<file path="config.mk">
export PLATFORM = sky130hd
export DESIGN_NAME = rtp_h264_fua_packetizer
export DESIGN_NICKNAME = d
export VERILOG_FILES = /design/src/rtl/rfua_pkg.sv /design/src/rtl/rtp_h264_fua_packetizer.sv /design/src/rtl/rfua_front.sv /design/src/rtl/rfua_cmd_queue.sv /design/src/rtl/rfua_back.sv
export SDC_FILE = /design/constraint.sdc
export NUM_CORES = 1
export LEC_CHECK = 0
export ABC_AREA = 0
export BUFFER_PORTS_ARGS = -buffer_cell sky130_fd_sc_hd__buf_4
export CORE_MARGIN = 5
export CORE_UTILIZATION = 50
export CTS_CLUSTER_DIAMETER = 30
export DETAILED_ROUTE_END_ITERATION = 16
export HOLD_SLACK_MARGIN = 0.05
export PLACE_DENSITY = 0.74
export SKIP_LAST_GASP = 1
export SYNTH_ARGS = -nofsm -noshare
export SYNTH_HDL_FRONTEND = slang
export SYNTH_SLANG_ARGS = --single-unit
</file>
<file path="constraint.sdc">
create_clock -name clock -period 11.8 [get_ports clock]
set_input_delay 1.18 -clock clock [delete_from_list [all_inputs] [get_ports clock]]
set_output_delay 1.18 -clock clock [all_outputs]
set_load 0.05 [all_outputs]
</file>
<file path="src/rtl/rfua_pkg.sv">
// shared types and constants for the rtp h.264 fu-a packetizer
// no dependencies; imported by every module of the block
package rfua_pkg;

   localparam int MaxFrameBytesDefault = 524288;
   localparam int QueueDepth           = 4;

   localparam int CsrIndexW = 3;
   localparam int CsrDataW  = 32;

   // register indexes
   localparam logic [CsrIndexW-1:0] CSR_MAX_PAYLOAD      = 3'd0;
   localparam logic [CsrIndexW-1:0] CSR_PAYLOAD_TYPE     = 3'd1;
   localparam logic [CsrIndexW-1:0] CSR_STREAM_SOURCE_ID = 3'd2;
   localparam logic [CsrIndexW-1:0] CSR_TS_INCREMENT     = 3'd3;
   localparam logic [CsrIndexW-1:0] CSR_OVERRIDE_ENABLE  = 3'd4;
   localparam logic [CsrIndexW-1:0] CSR_OVERRIDE_VALUE   = 3'd5;

   // register reset values
   localparam logic [10:0] RST_MAX_PAYLOAD      = 11'd1400;
   localparam logic [6:0]  RST_PAYLOAD_TYPE     = 7'd96;
   localparam logic [31:0] RST_STREAM_SOURCE_ID = 32'd10;
   localparam logic [31:0] RST_TS_INCREMENT     = 32'd3600;
   localparam logic        RST_OVERRIDE_ENABLE  = 1'b1;
   localparam logic [7:0]  RST_OVERRIDE_VALUE   = 8'd3;

   localparam logic [10:0] PAYLOAD_MIN = 11'd16;
   localparam logic [10:0] PAYLOAD_MAX = 11'd1460;

   localparam logic [7:0] RTP_VERSION_BYTE = 8'h80;
   localparam logic [7:0] NRI_MASK         = 8'hE0;
   localparam logic [7:0] NAL_TYPE_MASK    = 8'h1F;
   localparam logic [7:0] FU_TYPE          = 8'd28;
   localparam logic [7:0] FU_START_BIT     = 8'h80;
   localparam logic [7:0] FU_END_BIT       = 8'h40;

   // byte positions inside a packet opening
   localparam int IdxW = 4;
   localparam logic [IdxW-1:0] IDX_FU_IND   = 4'd12;
   localparam logic [IdxW-1:0] IDX_FU_HDR   = 4'd13;
   localparam logic [IdxW-1:0] IDX_HDR_DATA = 4'd12;
   localparam logic [IdxW-1:0] IDX_FU_DATA  = 4'd14;

   typedef struct packed {
      logic [7:0]  data_byte;
      logic        first_of_frame;
      logic [18:0] frame_length;
   } req_type;

   typedef struct packed {
      logic [7:0] out_byte;
      logic       packet_end;
      logic       run_last;
   } rsp_type;

   typedef struct packed {
      logic [10:0] max_payload;
      logic [6:0]  payload_type;
      logic [31:0] stream_source_id;
      logic [31:0] ts_increment;
      logic        override_enable;
      logic [7:0]  override_value;
   } cfg_type;

   typedef enum logic [1:0] {
      CMD_DATA,   // payload byte only
      CMD_HDR,    // rtp header, then payload byte
      CMD_FU      // rtp header, fu indicator, fu header, then payload byte
   } cmd_kind_type;

   typedef struct packed {
      cmd_kind_type kind;
      logic         marker;
      logic         pkt_end;
      logic [7:0]   data_byte;
      logic [15:0]  seq;
      logic [31:0]  ts;
      logic [7:0]   fu_ind;
      logic [7:0]   fu_hdr;
   } cmd_type;

endpackage

</file>
<file path="src/rtl/rtp_h264_fua_packetizer.sv">
// top level of the rtp h.264 fu-a packetizer: config registers and the front/back split
// depends on rfua_pkg, rfua_front, rfua_cmd_queue, rfua_back
//
// takes one h.264 nal byte per beat and delivers the rtp byte stream, one byte per beat.
// a frame of at most max_payload bytes becomes one packet with the marker set; a longer
// frame becomes fu-a packets (its nal header byte gives no output). each byte that opens
// a packet gives 13 output beats (15 for an fu-a fragment), every other byte gives one,
// and run_last marks the last beat of each input byte. while the queue is not full the
// front accepts one byte per cycle and pushes a command into a 4-entry queue; the back
// turns one command beat per cycle, while the output is empty or popped, into output
// beats through a single output register, so the output side sets the pace: with the
// output never stalled the sustained input rate is one byte per cycle within a packet,
// and a packet header can hold the input off (full) while its beats go out. a byte
// passes the queue, then the output register. the user must write config registers only
// while the block is idle (not enforced); max_payload is sampled at each frame start.
module rtp_h264_fua_packetizer #(
   parameter int MAX_FRAME_BYTES = rfua_pkg::MaxFrameBytesDefault
) (
   input  logic                                  clock,
   input  logic                                  reset,
   // input beats
   input  logic                                  push,
   output logic                                  full,
   input  rfua_pkg::req_type                     req_data,
   // result beats
   output logic                                  empty,
   input  logic                                  pop,
   output rfua_pkg::rsp_type                     rsp_data,
   // config write port
   input  logic                                  csr_we,
   input  logic [rfua_pkg::CsrIndexW-1:0]        csr_index,
   input  logic [rfua_pkg::CsrDataW-1:0]         csr_wdata
);
   import rfua_pkg::*;

   cfg_type cfg_ff, cfg_in;
   logic    in_take;
   logic    cmd_push, cmd_full, cmd_valid, cmd_pop;
   cmd_type cmd_item, cmd_head;

   // config register file, written one field at a time
   always_comb begin
      cfg_in = cfg_ff;
      if (csr_we) begin
         unique case (csr_index)
            CSR_MAX_PAYLOAD:      cfg_in.max_payload      = csr_wdata[10:0];
            CSR_PAYLOAD_TYPE:     cfg_in.payload_type     = csr_wdata[6:0];
            CSR_STREAM_SOURCE_ID: cfg_in.stream_source_id = csr_wdata[31:0];
            CSR_TS_INCREMENT:     cfg_in.ts_increment     = csr_wdata[31:0];
            CSR_OVERRIDE_ENABLE:  cfg_in.override_enable  = csr_wdata[0];
            CSR_OVERRIDE_VALUE:   cfg_in.override_value   = csr_wdata[7:0];
            default:              cfg_in = cfg_ff;   // writes past the list are dropped
         endcase
      end
   end

   always_ff @(posedge clock) begin
      if (reset) begin
         cfg_ff.max_payload      <= RST_MAX_PAYLOAD;
         cfg_ff.payload_type     <= RST_PAYLOAD_TYPE;
         cfg_ff.stream_source_id <= RST_STREAM_SOURCE_ID;
         cfg_ff.ts_increment     <= RST_TS_INCREMENT;
         cfg_ff.override_enable  <= RST_OVERRIDE_ENABLE;
         cfg_ff.override_value   <= RST_OVERRIDE_VALUE;
      end else begin
         cfg_ff <= cfg_in;
      end
   end

   // the front only stalls when the command queue has no room
   assign full    = cmd_full;
   assign in_take = push && !cmd_full;

   rfua_front #(
      .MAX_FRAME_BYTES (MAX_FRAME_BYTES)
   ) u_front (
      .clock    (clock),
      .reset    (reset),
      .cfg      (cfg_ff),
      .in_take  (in_take),
      .in_item  (req_data),
      .cmd_push (cmd_push),
      .cmd_item (cmd_item)
   );

   rfua_cmd_queue u_queue (
      .clock     (clock),
      .reset     (reset),
      .push      (cmd_push),
      .push_item (cmd_item),
      .full      (cmd_full),
      .pop       (cmd_pop),
      .valid     (cmd_valid),
      .head      (cmd_head)
   );

   // back side reads header fields straight from config; the user keeps it stable while busy (not enforced)
   rfua_back u_back (
      .clock     (clock),
      .reset     (reset),
      .cfg       (cfg_ff),
      .cmd_valid (cmd_valid),
      .cmd_head  (cmd_head),
      .cmd_pop   (cmd_pop),
      .out_empty (empty),
      .out_pop   (pop),
      .out_item  (rsp_data)
   );

endmodule

</file>
<file path="src/rtl/rfua_front.sv">
// front part: tracks frame and packet state per input byte and issues commands
// depends on rfua_pkg
module rfua_front #(
   parameter int MAX_FRAME_BYTES = rfua_pkg::MaxFrameBytesDefault
) (
   input  logic              clock,
   input  logic              reset,
   input  rfua_pkg::cfg_type cfg,
   input  logic              in_take,
   input  rfua_pkg::req_type in_item,
   output logic              cmd_push,
   output rfua_pkg::cmd_type cmd_item
);
   import rfua_pkg::*;

   localparam int LeftW = $clog2(MAX_FRAME_BYTES + 1);
   localparam int CmpW  = (LeftW > 19) ? LeftW : 19;
   localparam logic [CmpW-1:0] MaxLen = CmpW'(MAX_FRAME_BYTES);

   logic [15:0]      seq_ff, seq_in;
   logic [31:0]      ts_ff, ts_in;
   logic [LeftW-1:0] left_ff, left_in;
   logic [10:0]      bip_ff, bip_in;
   logic             frag_ff, frag_in;
   logic [7:0]       fui_ff, fui_in;
   logic [7:0]       fuh_ff, fuh_in;
   logic [10:0]      limit_ff, limit_in;

   logic [CmpW-1:0]  len_cmp, len_sat_cmp;
   logic [LeftW-1:0] len_sat, left_dec;
   logic [10:0]      limit_new, bip_inc;
   logic             fits, last_frag, frag_end;
   logic [7:0]       fuh_e;

   always_comb begin
      len_cmp     = CmpW'(in_item.frame_length);
      len_sat_cmp = (len_cmp > MaxLen) ? MaxLen : len_cmp;
      len_sat     = LeftW'(len_sat_cmp);
      if (cfg.max_payload < PAYLOAD_MIN) begin
         limit_new = PAYLOAD_MIN;
      end else if (cfg.max_payload > PAYLOAD_MAX) begin
         limit_new = PAYLOAD_MAX;
      end else begin
         limit_new = cfg.max_payload;
      end
      fits      = len_sat_cmp <= CmpW'(limit_new);
      left_dec  = left_ff - LeftW'(1);
      last_frag = ((LeftW + 1)'(left_ff) + (LeftW + 1)'(2)) <= (LeftW + 1)'(limit_ff);
      fuh_e     = last_frag ? (fuh_ff | FU_END_BIT) : fuh_ff;
      bip_inc   = bip_ff + 11'd1;
      frag_end  = (left_dec == '0) || (bip_inc >= (limit_ff - 11'd2));

      seq_in   = seq_ff;
      ts_in    = ts_ff;
      left_in  = left_ff;
      bip_in   = bip_ff;
      frag_in  = frag_ff;
      fui_in   = fui_ff;
      fuh_in   = fuh_ff;
      limit_in = limit_ff;

      cmd_push          = 1'b0;
      cmd_item          = '0;
      cmd_item.kind     = CMD_DATA;
      cmd_item.data_byte = in_item.data_byte;
      cmd_item.seq      = seq_ff;

      if (in_take) begin
         if (in_item.first_of_frame) begin
            if (in_item.frame_length != '0) begin
               limit_in = limit_new;
               ts_in    = ts_ff + cfg.ts_increment;
               bip_in   = '0;
               left_in  = len_sat - LeftW'(1);
               if (fits) begin
                  // whole frame in one packet
                  frag_in          = 1'b0;
                  seq_in           = seq_ff + 16'd1;
                  cmd_push         = 1'b1;
                  cmd_item.kind    = CMD_HDR;
                  cmd_item.marker  = 1'b1;
                  cmd_item.pkt_end = (len_sat == LeftW'(1));
               end else begin
                  // nal header folds into fu indicator and fu header
                  frag_in = 1'b1;
                  fui_in  = (in_item.data_byte & NRI_MASK) | FU_TYPE;
                  fuh_in  = FU_START_BIT | (in_item.data_byte & NAL_TYPE_MASK);
               end
            end
         end else if (left_ff != '0) begin
            left_in  = left_dec;
            cmd_push = 1'b1;
            if (!frag_ff) begin
               cmd_item.pkt_end = (left_dec == '0);
            end else begin
               cmd_item.pkt_end = frag_end;
               bip_in           = frag_end ? 11'd0 : bip_inc;
               if (left_dec == '0) begin
                  frag_in = 1'b0;
               end
               if (bip_ff == '0) begin
                  cmd_item.kind   = CMD_FU;
                  cmd_item.marker = last_frag;
                  cmd_item.fu_ind = fui_ff;
                  cmd_item.fu_hdr = fuh_e;
                  seq_in          = seq_ff + 16'd1;
                  fuh_in          = fuh_e & ~FU_START_BIT;
               end
            end
         end
      end
      cmd_item.ts = ts_in;
   end

   always_ff @(posedge clock) begin
      if (reset) begin
         seq_ff   <= 16'd1;
         ts_ff    <= '0;
         left_ff  <= '0;
         bip_ff   <= '0;
         frag_ff  <= 1'b0;
         fui_ff   <= '0;
         fuh_ff   <= '0;
         limit_ff <= RST_MAX_PAYLOAD;
      end else begin
         seq_ff   <= seq_in;
         ts_ff    <= ts_in;
         left_ff  <= left_in;
         bip_ff   <= bip_in;
         frag_ff  <= frag_in;
         fui_ff   <= fui_in;
         fuh_ff   <= fuh_in;
         limit_ff <= limit_in;
      end
   end

endmodule

</file>
<file path="src/rtl/rfua_cmd_queue.sv">
// short command queue between the front and back parts
// depends on rfua_pkg
module rfua_cmd_queue (
   input  logic              clock,
   input  logic              reset,
   input  logic              push,
   input  rfua_pkg::cmd_type push_item,
   output logic              full,
   input  logic              pop,
   output logic              valid,
   output rfua_pkg::cmd_type head
);
   import rfua_pkg::*;

   localparam int PtrW = (QueueDepth > 1) ? $clog2(QueueDepth) : 1;
   localparam int CntW = $clog2(QueueDepth + 1);
   localparam logic [PtrW-1:0] LastPtr = PtrW'(QueueDepth - 1);

   cmd_type         entries_ff [QueueDepth];
   logic [PtrW-1:0] wr_ptr_ff, wr_ptr_in;
   logic [PtrW-1:0] rd_ptr_ff, rd_ptr_in;
   logic [CntW-1:0] count_ff, count_in;
   logic            do_push, do_pop;

   assign full    = (count_ff == CntW'(QueueDepth));
   assign valid   = (count_ff != '0);
   assign head    = entries_ff[rd_ptr_ff];
   assign do_push = push && !full;
   assign do_pop  = pop && valid;

   always_comb begin
      wr_ptr_in = wr_ptr_ff;
      rd_ptr_in = rd_ptr_ff;
      count_in  = count_ff;
      if (do_push) begin
         wr_ptr_in = (wr_ptr_ff == LastPtr) ? '0 : wr_ptr_ff + PtrW'(1);
      end
      if (do_pop) begin
         rd_ptr_in = (rd_ptr_ff == LastPtr) ? '0 : rd_ptr_ff + PtrW'(1);
      end
      if (do_push && !do_pop) begin
         count_in = count_ff + CntW'(1);
      end else if (!do_push && do_pop) begin
         count_in = count_ff - CntW'(1);
      end
   end

   always_ff @(posedge clock) begin
      if (reset) begin
         wr_ptr_ff <= '0;
         rd_ptr_ff <= '0;
         count_ff  <= '0;
      end else begin
         wr_ptr_ff <= wr_ptr_in;
         rd_ptr_ff <= rd_ptr_in;
         count_ff  <= count_in;
      end
   end

   always_ff @(posedge clock) begin
      if (do_push) begin
         entries_ff[wr_ptr_ff] <= push_item;
      end
   end

endmodule

</file>
<file path="src/rtl/rfua_back.sv">
// back part: expands each command into output beats through an output register
// depends on rfua_pkg
module rfua_back (
   input  logic              clock,
   input  logic              reset,
   input  rfua_pkg::cfg_type cfg,
   input  logic              cmd_valid,
   input  rfua_pkg::cmd_type cmd_head,
   output logic              cmd_pop,
   output logic              out_empty,
   input  logic              out_pop,
   output rfua_pkg::rsp_type out_item
);
   import rfua_pkg::*;

   logic [IdxW-1:0] idx_ff, idx_in;
   logic            out_valid_ff, out_valid_in;
   rsp_type         out_item_ff;
   logic            adv, take, data_phase;
   logic [7:0]      hdr_byte, beat_byte;

   assign adv       = !out_valid_ff || out_pop;
   assign take      = adv && cmd_valid;
   assign out_empty = !out_valid_ff;
   assign out_item  = out_item_ff;

   always_comb begin
      unique case (cmd_head.kind)
         CMD_DATA: data_phase = 1'b1;
         CMD_HDR:  data_phase = (idx_ff == IDX_HDR_DATA);
         CMD_FU:   data_phase = (idx_ff == IDX_FU_DATA);
         default:  data_phase = 1'b1;
      endcase

      unique case (idx_ff)
         4'd0:       hdr_byte = cfg.override_enable ? cfg.override_value : RTP_VERSION_BYTE;
         4'd1:       hdr_byte = cfg.override_enable ? cfg.override_value
                                                    : {cmd_head.marker, cfg.payload_type};
         4'd2:       hdr_byte = cmd_head.seq[15:8];
         4'd3:       hdr_byte = cmd_head.seq[7:0];
         4'd4:       hdr_byte = cmd_head.ts[31:24];
         4'd5:       hdr_byte = cmd_head.ts[23:16];
         4'd6:       hdr_byte = cmd_head.ts[15:8];
         4'd7:       hdr_byte = cmd_head.ts[7:0];
         4'd8:       hdr_byte = cfg.stream_source_id[31:24];
         4'd9:       hdr_byte = cfg.stream_source_id[23:16];
         4'd10:      hdr_byte = cfg.stream_source_id[15:8];
         4'd11:      hdr_byte = cfg.stream_source_id[7:0];
         IDX_FU_IND: hdr_byte = cmd_head.fu_ind;
         IDX_FU_HDR: hdr_byte = cmd_head.fu_hdr;
         default:    hdr_byte = cmd_head.data_byte;
      endcase

      beat_byte    = data_phase ? cmd_head.data_byte : hdr_byte;
      cmd_pop      = take && data_phase;
      idx_in       = idx_ff;
      if (take) begin
         idx_in = data_phase ? '0 : idx_ff + IdxW'(1);
      end
      out_valid_in = take ? 1'b1 : (out_pop ? 1'b0 : out_valid_ff);
   end

   always_ff @(posedge clock) begin
      if (reset) begin
         idx_ff       <= '0;
         out_valid_ff <= 1'b0;
      end else begin
         idx_ff       <= idx_in;
         out_valid_ff <= out_valid_in;
      end
   end

   always_ff @(posedge clock) begin
      if (take) begin
         out_item_ff.out_byte   <= beat_byte;
         out_item_ff.packet_end <= data_phase && cmd_head.pkt_end;
         out_item_ff.run_last   <= data_phase;
      end
   end

endmodule
</file>
==> flow_metrics.tcl, run 1 <==
set metrics [dict create \
    ant_nets 0 \
    ir_drop_uv 115.0 \
    grt_start_max_net_pins 86 \
    worstSetupEndpointType "flip-flop" \
    cts_sinks 505 \
    timing.critical_path.fanout_max 48 \
    grt_overflow 0 \
    drive_gt1_share_pct 16.36 \
    antenna_found_initial 2 \
    ys.flop_type "edfxtp_1" \
    relSlewSlack_pct 13.17 \
    leakage_nw 10.54 \
    clk_pin_slew_ps 50 \
    hold_ws_ps 452.6 \
    cts_resized 0 \
    syn2layout_area_growth_pct 18.26 \
    seq_area_frac_synth_pct 54.17 \
    grt.total_usage_pct 24.29 \
    cp_slowest_cell "or2_1" \
    critPathArrivalTime_ps 5070 \
    synthAdderAreaFrac_pct 4.669 \
    die_h_um 229.9 \
    max_stage_delay_ps 940 \
    syn_avg_cell_area_um2 11.17 \
    skew_ps 24.14 \
    start_util_pct 50.62 \
    die_w_um 229.9 \
    rsz0062_at_grt "no" \
    ys.warnings.count 0 \
    maxSlewViolCount 0 \
    syn-cell-area_um2 24170 \
    grt_pass1_vias 17950 \
    route.detailed.drc 0 \
    path_common_cell "buf_4" \
    cts_made_buffers 96 \
    vias 18330 \
    synth_edf_count 298 \
    path_class "input port to flip-flop" \
    yosys.area_share.simple_pct 15.38 \
    min_path_type "flip-flop to flip-flop" \
    yosysUniqueCellTypes 85 \
    htree_levels 3 \
    dr.first_iter.drc_count 2291 \
    status "complete, no violations" \
    hold_viol_final 0 \
    max_cap_viol_count 0 \
    tightest_slew_ps 1301 \
    viasPerCell 6.232 \
    routedWlPerCell_um 22.33 \
    synth_top_family_by_area "simple AND/OR/NAND/NOR gates" \
    cts_max_path_buffers 3 \
    post-cts-setup-buffers 0 \
    cp_data_required_time_ps 12040 \
    insertion_delay_ps 630 \
    die-area_um2 52840 \
    synthMuxAreaShare_pct 8.298 \
    cts_root_buf "clkbuf_16" \
    setup-tns-final_ps 0 \
    postCtsHoldBufs 0 \
    nFillCells 3684 \
    cp-start-kind "input port" \
    cts_tree "done" \
    grt_pass1_wl_mm 101.4 \
    synthArstFlopShare_pct 0 \
    dpl.hpwl_mm 43.42 \
    coreArea_um2 47750 \
    fin_nets 2397 \
    max_clock_freq_mhz 207.3 \
    drt_wl_total_mm 65.66 \
    syn_inst 2163 \
    synth_compound_area_share_pct 12.23 \
    rows 80 \
    dr.pass1.iters 6 \
    finish.utilization_pct 59.87 \
    synth_xor_area_share_pct 2.138 \
    yosys_register_bits 505 \
    fin_crit_ps 4824 \
    gp_congestion 0.9274 \
    power_density_nw_per_um2 206.8 \
    io_buffer_count 79 \
    cp_cell_sequence "buf_4, inv_1, ha_1, nand4_1, o211a_4, or2_1, nand3_2, inv_2, and2_4, buf_4" \
    min_period_over_period_pct 40.88 \
    setup_viol 0 \
    ios 80 \
]
[final timing paths]
| kind | start | endpoint | slack, ps | depth (start not counted) |
|---|---|---|---|---|
| setup / recovery | req_data[0] | u_queue.entries_ff[3][37] | 6980 | 10 |
| setup reg to reg | cfg_ff[80] | u_queue.entries_ff[3][37] | 7190 | 15 |
| hold / removal | cfg_ff[51] | cfg_ff[51] | 450 | 2 |
| hold reg to reg | cfg_ff[51] | cfg_ff[51] | 450 | 2 |
[cell type report]
class                      count  area [µm²]  share of cell area [%]
clock inverter                68       837.1                   2.928
timing repair buffer          96       720.7                   2.521
sequential                   505       13100                   45.83
clock buffer                 113        2570                   8.991
antenna                        3       7.507                 0.02626
multi-input combinational   1483       10360                   36.25
inverter                      58       217.7                  0.7616
tap                          615       769.5                   2.692
[per-layer routing]
| metal | global-route usage (%) | vias up | part of all wire (%) |
|---|---|---|---|
| li1 | - | 8337 | - |
| met1 | 33.88 | 8950 | 42 |
| met2 | 38.32 | 898 | 47 |
| met3 | 5.416 | 141 | 8.9 |
| met4 | 7.528 | 2 | 2.6 |
| met5 | 0 | - | 0.076 |
[kinds of logic (layout without fill, tap and decap cells)]
group,Yosys count,in the layout
xor+xnor,59,59
mux,110,110
fa+ha+maj,89,89
buf+inv,178,335
compound gates,450,450
simple gates,771,771
flops,505,505
other cells,1,7
[layout by cell type, fill, tap and decap left out, types with 10 or more instances in the layout]
| cell type | instances |
|---|---|
| mux4_2 | 72 |
| dfxtp_1 | 205 |
| nor2b_1 | 16 |
| a22o_1 | 10 |
| a21oi_1 | 171 |
| inv_6 | 22 |
| and3_1 | 25 |
| ha_1 | 87 |
| a222oi_1 | 14 |
| o21ai_0 | 65 |
| or4_1 | 11 |
| xor2_1 | 21 |
| inv_1 | 57 |
| and2_1 | 26 |
| or3_1 | 24 |
| a32oi_1 | 10 |
| a211oi_1 | 14 |
| nor2_1 | 114 |
| nor4_1 | 12 |
| bufinv_16 | 10 |
| nand4_1 | 38 |
| buf_4 | 96 |
| nand3_1 | 94 |
| nor3_1 | 46 |
| edfxtp_1 | 298 |
| a21o_1 | 21 |
| nand2_1 | 297 |
| o31ai_1 | 11 |
| xnor2_1 | 38 |
| a31oi_1 | 21 |
| o211ai_1 | 24 |
| clkbuf_1 | 10 |
| mux2i_1 | 35 |
| nand2b_1 | 14 |
| clkbuf_16 | 99 |
| o21a_1 | 14 |
[state kept, by name, indices dropped and copies added (netlist names), named ones only]
| name | flops |
|---|---|
| u_front.frag_ff | 1 |
| u_front.fui_ff | 4 |
| u_queue.entries_ff | 288 |
| u_front.seq_ff | 16 |
| u_front.fuh_ff | 7 |
| u_queue.count_ff | 3 |
| u_back.idx_ff | 4 |
| u_front.left_ff | 20 |
| u_back.out_valid_ff | 1 |
| u_front.bip_ff | 11 |
| u_queue.wr_ptr_ff | 2 |
| u_front.limit_ff | 11 |
| cfg_ff | 91 |
| u_back.out_item | 10 |
| u_front.ts_ff | 32 |
| u_queue.rd_ptr_ff | 2 |
[report_power, final]
| group | switching, W | leakage [nW] | total [W] | internal (W) |
|---|---|---|---|---|
| Combinational | 0.000611 | 4.35 | 0.00101 | 0.000401 |
| Clock | 0.00100 | 1.65 | 0.00283 | 0.00182 |
| Sequential | 0.000102 | 4.55 | 0.00207 | 0.00197 |
| Total | 0.00172 | 10.5 | 0.00591 | 0.00419 |
[Yosys cell counts, types with 5 or more instances]
library cell / number / share of area, %
nor3b_1: 8 / 0.25
o2111ai_1: 7 / 0.25
xor2_1: 21 / 0.76
nand3b_1: 6 / 0.19
clkbuf_1: 88 / 1.4
nor4b_1: 5 / 0.18
buf_2: 12 / 0.25
or2_2: 7 / 0.18
inv_1: 57 / 0.89
a22o_1: 10 / 0.36
nor2_1: 116 / 1.8
and2_1: 30 / 0.78
o211ai_1: 24 / 0.75
a211oi_1: 14 / 0.43
dfxtp_1: 207 / 17
or4_1: 11 / 0.34
mux2i_1: 35 / 1.4
a32oi_1: 10 / 0.36
nand4_1: 38 / 0.98
a222oi_1: 14 / 0.58
ha_1: 87 / 4.5
buf_6: 7 / 0.33
nand2_1: 297 / 4.6
and4_1: 6 / 0.22
buf_1: 9 / 0.14
nor3_1: 46 / 0.95
xnor2_1: 38 / 1.4
a21oi_1: 172 / 3.6
a31oi_1: 21 / 0.54
a22oi_1: 7 / 0.22
nand2b_1: 14 / 0.36
o41ai_1: 5 / 0.18
or3_1: 24 / 0.62
o31ai_1: 11 / 0.34
o32a_1: 5 / 0.21
nand3_1: 94 / 1.9
and3_1: 25 / 0.65
nor2b_1: 16 / 0.41
a21o_1: 21 / 0.65
nor4_1: 12 / 0.31
edfxtp_1: 298 / 37
o21ai_0: 65 / 1.3
mux4_2: 72 / 6.7
o21a_1: 14 / 0.43
[per-stage QoR]
step	setup slack [ps]	std cells	power, W	instance area (µm²)
after global placement	6464	2757	0.003081	25170
final	6976	2941	0.005911	28580
after CTS	7040	2938	0.005933	28580
after detailed placement	6376	2757	0.003104	25170
after global routing	6768	2939	0.006120	28580
after floorplan	6977	2166	0.002792	24180
[critical path, delay by kind of cell]
family,cells,cell delay (ps)
buffers and inverters,4,1040
adders and majority gates,1,270
and+or+nand+nor,4,1920
AOI/OAI and AO/OA,1,550
Note: power is estimated with default switching activity, not from simulation.
==> run 2, diff against run 1 <==
Settings changed: PLACE_DENSITY 0.74 to 0.77.
Clock period 11.8 ns to 4.2 ns, I/O delays scaled along.
==> run 2 against run 1 <==
Effect of this change: power rose to 2.8 times the previous value; sequential cell count unchanged; largest cell class unchanged; final cell count grew 1.6%; count of clock-buffer cells in the layout grew 14.
==> flow_metrics.tcl, run 2 (synthesized netlist as in run 1, its figures left out) <==
set metrics [dict create \
    most-common-layout-cells "edfxtp_1 (298), nand2_1 (297), dfxtp_1 (205)" \
    die_w_um 229.9 \
    timing.critical_path.fanout_max 6 \
    ff_latch_area_um2 13100 \
    insertion_delay_ps 640 \
    dr.first_iter.drc_count 1962 \
    antenna_found_initial 2 \
    tightest_slew_ps 1173 \
    cp_data_required_time_ps 4740 \
    maxSlewViolCount 0 \
    power_density_nw_per_um2 577.1 \
    io_buffer_count 79 \
    leakage_nw 10.82 \
    dpl.hpwl_mm 43.49 \
    cts_made_buffers 100 \
    min_period_over_period_pct 93.70 \
    cp-start-kind "flip-flop" \
    max_cap_viol_count 0 \
    fin_nets 2443 \
    regMostFlops "u_queue.entries_ff" \
    path_class "flip-flop to flip-flop" \
    start_util_pct 50.62 \
    max_clock_freq_mhz 254.1 \
    cts_root_buf "clkbuf_16" \
    rows 80 \
    grt_overflow 0 \
    relSlewSlack_pct 21.78 \
    hold_viol_final 0 \
    route.detailed.drc 0 \
    syn2layout_area_growth_pct 20.66 \
    htree_levels 3 \
    layout_commonest_cell "edfxtp_1" \
    critPathArrivalTime_ps 4470 \
    grt.total_usage_pct 24.30 \
    grt_pass1_vias 18210 \
    die-area_um2 52840 \
    worstSetupEndpointType "flip-flop" \
    largest_register_ffs 288 \
    finish.utilization_pct 61.08 \
    reg_top3 "u_queue.entries_ff (288), cfg_ff (91), u_front.ts_ff (32)" \
    multi_input_area_um2 10390 \
    nFillCells 3586 \
    ir_drop_uv 417.5 \
    die_h_um 229.9 \
    grt_start_max_net_pins 77 \
    ant_nets 0 \
    clk_pin_slew_ps 50 \
    skew_ps 35.83 \
    gp_congestion 0.9288 \
    setup-tns-final_ps 0 \
    drive_gt1_share_pct 17.55 \
    cts_max_path_buffers 3 \
    ios 80 \
    fin_crit_ps 3935 \
    routedWlPerCell_um 22.01 \
    drt_wl_total_mm 65.76 \
    cts_sinks 505 \
    setup_viol 0 \
    status "complete, no violations" \
    min_path_type "input port to flip-flop" \
    viasPerCell 6.193 \
    coreArea_um2 47750 \
    vias 18510 \
    cts_tree "done" \
    grt_pass1_wl_mm 102.3 \
    dr.pass1.iters 8 \
]
run 2: changes by cell type in the layout (fill, tap and decap cells not counted), moves of 3 or more:
cell           change
buf_4             +16
dlygate4sd3_1     +16
inv_6             -12
buf_12            +10
clkbuf_8          +10
clkinv_2          +10
inv_8              -7
clkbuf_16          +3
clkinv_8           -3
run 2: report_power, final:
group	leakage [nW]	internal [W]	switching (W)
Sequential	4.55	0.00554	0.000183
Combinational	4.58	0.00121	0.00185
Clock	1.70	0.00538	0.00267
Total	10.8	0.0121	0.00470
run 2: stage by stage:
| stage | area (µm²) | power [W] | cells | setup slack, ps | hold WS, ps |
|---|---|---|---|---|---|
| after floorplan | 24190 | 0.007841 | 2166 | 101.0 | 431.7 |
| after global routing | 29160 | 0.01744 | 2986 | -52.51 | 63.46 |
| final | 29160 | 0.01683 | 2988 | 264.7 | 58.87 |
| after global placement | 25450 | 0.008733 | 2779 | 126.6 | 441.5 |
| after detailed placement | 25450 | 0.008806 | 2779 | 8.098 | 448.6 |
| after CTS | 29100 | 0.01688 | 2982 | 93.77 | 50.56 |
run 2: layout make-up:
| class | count | area share, % |
|---|---|---|
| Sequential cell | 505 | 44.92 |
| Timing Repair Buffer | 138 | 4.119 |
| Multi-Input combinational cell | 1483 | 35.62 |
| Tap cell | 615 | 2.638 |
| Inverter | 58 | 0.7465 |
| Clock buffer | 127 | 9.554 |
| Antenna cell | 2 | 0.01716 |
| Clock inverter | 60 | 2.385 |
run 2: what timing repair did:
item / CTS / global route
endpoints found under the setup margin: 1 / 4
endpoints found under the hold margin: 41 / 0
pin swaps: 0 / 3
buffers inserted: 0 / 4
gates resized for setup: 1 / 8
hold buffers: 16 / 0
run 2: worst max-delay path: stages, from the launching register on:
cell,delay (ps)
dfxtp_1,360
o21ai_0,100
a21oi_1,190
o211ai_1,120
a21oi_2,210
buf_4,170
a21oi_4,50
nor2b_2,200
ha_1,180
a21o_1,150
a21oi_1,150
nor2_1,110
o311ai_2,360
nand3_2,160
inv_2,130
ha_2,200
inv_1,50
fa_1,370
xor2_1,170
or3_1,300
a21oi_1,140
run 2: metal layers:
layer	GRT usage (%)	wire length, µm
met5	0	0
met1	32.80	26620
met3	6.156	6396
met4	9.023	1994
met2	38.31	30750
run 2: worst paths after layout:
check	from	endpoint	cells past startpoint	slack, ps
max	cfg_ff[80]	u_queue.count_ff[2]	20	260
min	csr_wdata[21]	cfg_ff[62]	3	60
max reg2reg	cfg_ff[80]	u_queue.count_ff[2]	20	260
min reg2reg	cfg_ff[48]	cfg_ff[48]	2	460
==> run 3, diff against run 2 <==
Settings changed: PLACE_DENSITY 0.77 to 0.74.
Clock period 4.2 ns to 4.3 ns, I/O delays scaled along.
==> run 3 against run 2 <==
Effect of this change: hold slack gained 20 ps; largest cell class unchanged; first-iteration DRC count grew 1.7%; register-to-register slack gained 70 ps; clock power shrank 2%; largest power group unchanged.
==> flow_metrics.tcl, run 3 (synthesized netlist as in run 1, its figures left out) <==
set metrics [dict create \
    coreArea_um2 47750 \
    leakage_nw 10.87 \
    min_path_type "input port to flip-flop" \
    worstSetupEndpointType "flip-flop" \
    max_cap_viol_count 0 \
    cts_max_path_buffers 3 \
    max_stage_delay_ps 380 \
    reg_top3 "u_queue.entries_ff (288), cfg_ff (91), u_front.ts_ff (32)" \
    grt_overflow 0 \
    nFillCells 3605 \
    start_util_pct 50.62 \
    die_w_um 229.9 \
    ir_drop_uv 363.4 \
    cp_slowest_cell "fa_1" \
    skew_ps 30.45 \
    power_w 0.01645 \
    insertion_delay_ps 650 \
    cts_root_buf "clkbuf_16" \
    ant_nets 0 \
    clk_pin_slew_ps 50 \
    drive_gt1_share_pct 16.97 \
    status "complete, no violations" \
    tightest_slew_ps 1286 \
    io_buffer_count 79 \
    regMostFlops "u_queue.entries_ff" \
    critPathArrivalTime_ps 4540 \
    fin_ws_ps 335.2 \
    min_period_over_period_pct 92.20 \
    ios 80 \
    gp_congestion 0.9048 \
    fin_crit_ps 3965 \
    die_h_um 229.9 \
    finish.utilization_pct 61.34 \
    cp-start-kind "flip-flop" \
    cts_tree "done" \
    dr.first_iter.drc_count 1996 \
    most-common-layout-cells "edfxtp_1 (298), nand2_1 (297), dfxtp_1 (205)" \
    largest_register_ffs 288 \
    fin_nets 2458 \
    setup_viol 0 \
    hold_ws_ps 78.65 \
    cts_sinks 505 \
    timing.critical_path.fanout_max 5 \
    max_clock_freq_mhz 252.2 \
    cts_made_buffers 105 \
    layout_commonest_cell "edfxtp_1" \
    htree_levels 3 \
    vias 18600 \
    viasPerCell 6.178 \
    path_class "flip-flop to flip-flop" \
    die-area_um2 52840 \
    grt_start_max_net_pins 124 \
    dr.pass1.iters 6 \
    place_area_um2 25430 \
    cp_cell_sequence "o21ai_0, a21oi_1, o211ai_1, a21oi_2, buf_4, buf_4, nor2_1, ha_1, a21o_1, a21oi_1, nor2_1, o311ai_2, nand3_2, inv_2, ha_1, inv_1, fa_1, xor2_1, or3_1, a21oi_1" \
    drt_wl_total_mm 67.39 \
    power_density_nw_per_um2 561.6 \
    cp_data_required_time_ps 4870 \
    maxSlewViolCount 0 \
    grt_pass1_vias 18300 \
    grt_pass1_wl_mm 104.1 \
    relSlewSlack_pct 14.14 \
    routedWlPerCell_um 22.39 \
    rows 80 \
    syn2layout_area_growth_pct 21.18 \
    grt.total_usage_pct 25.00 \
    final_area_um2 29290 \
    dpl.hpwl_mm 44.37 \
    antenna_found_initial 3 \
    pre_cts_slack_ps 96.62 \
    route.detailed.drc 0 \
    hold_viol_final 0 \
    path_common_cell "a21oi_1" \
]
## run 3: cell count changes in the layout (fill, tap and decap cells not counted), sizes merged
cell,previous run,this run
inv,70,71
clkinvlp,9,8
bufinv,11,9
buf,122,117
dlygate4sd3,16,31
clkinv,28,42
## run 3: final timing paths
| path | from | endpoint | slack [ps] | depth (start not counted) |
|---|---|---|---|---|
| worst max-delay path | cfg_ff[81] | u_queue.count_ff[2] | 340 | 20 |
| worst min-delay path | csr_wdata[0] | cfg_ff[0] | 80 | 3 |
| worst max register to register | cfg_ff[81] | u_queue.count_ff[2] | 340 | 20 |
| worst min register to register | cfg_ff[51] | cfg_ff[51] | 450 | 2 |
## run 3: per-stage QoR
stage / setup TNS [ps] / instances
detailed placement: 0 / 2775
CTS: 0 / 3005
global route: -15.01 / 3010
floorplan: 0 / 2166
finish: 0 / 3010
global placement: 0 / 2775
## run 3: routing by layer
layer  track usage, %  wire (µm)  vias up
li1                 -          -     8447
met1            33.87      27650     9124
met2            39.59      31330      880
met3            6.045       6147      142
met4            9.098       2244        2
met5                0         16        -
## run 3: final cells by class
type	instances	area [µm²]	share of cell area [%]
well taps	615	769.5	2.627
clock buffers	127	2770	9.458
inverters	58	217.7	0.7433
repair buffers	148	1314	4.485
multi-input cells	1483	10380	35.43
clock inverters	72	735.7	2.512
flip-flops and latches	505	13100	44.73
diodes	2	5.005	0.01709
## run 3: what timing repair did
item / 4_1_cts / 5_1_grt
hold endpoints to repair: 66 / 0
hold buffers: 31 / 0
buffers inserted: 0 / 3
endpoints found under the setup margin: 0 / 1
gates resized for setup: 0 / 5
## run 3: critical path: cells and delay by family (launching register included)
family          cells  cell delay (ps)
compound gates      8             1380
fa+ha+maj           3              840
simple gates        4              720
buf+inv             4              470
flops               1              330
xor+xnor            1              180
## run 3: report_power, final
part	total [W]	leakage [nW]	internal (W)	switching, W
Sequential	0.00561	4.55	0.00541	0.000197
Combinational	0.00298	4.62	0.00117	0.00181
Clock	0.00786	1.71	0.00515	0.00271
Total	0.0164	10.9	0.0117	0.00472
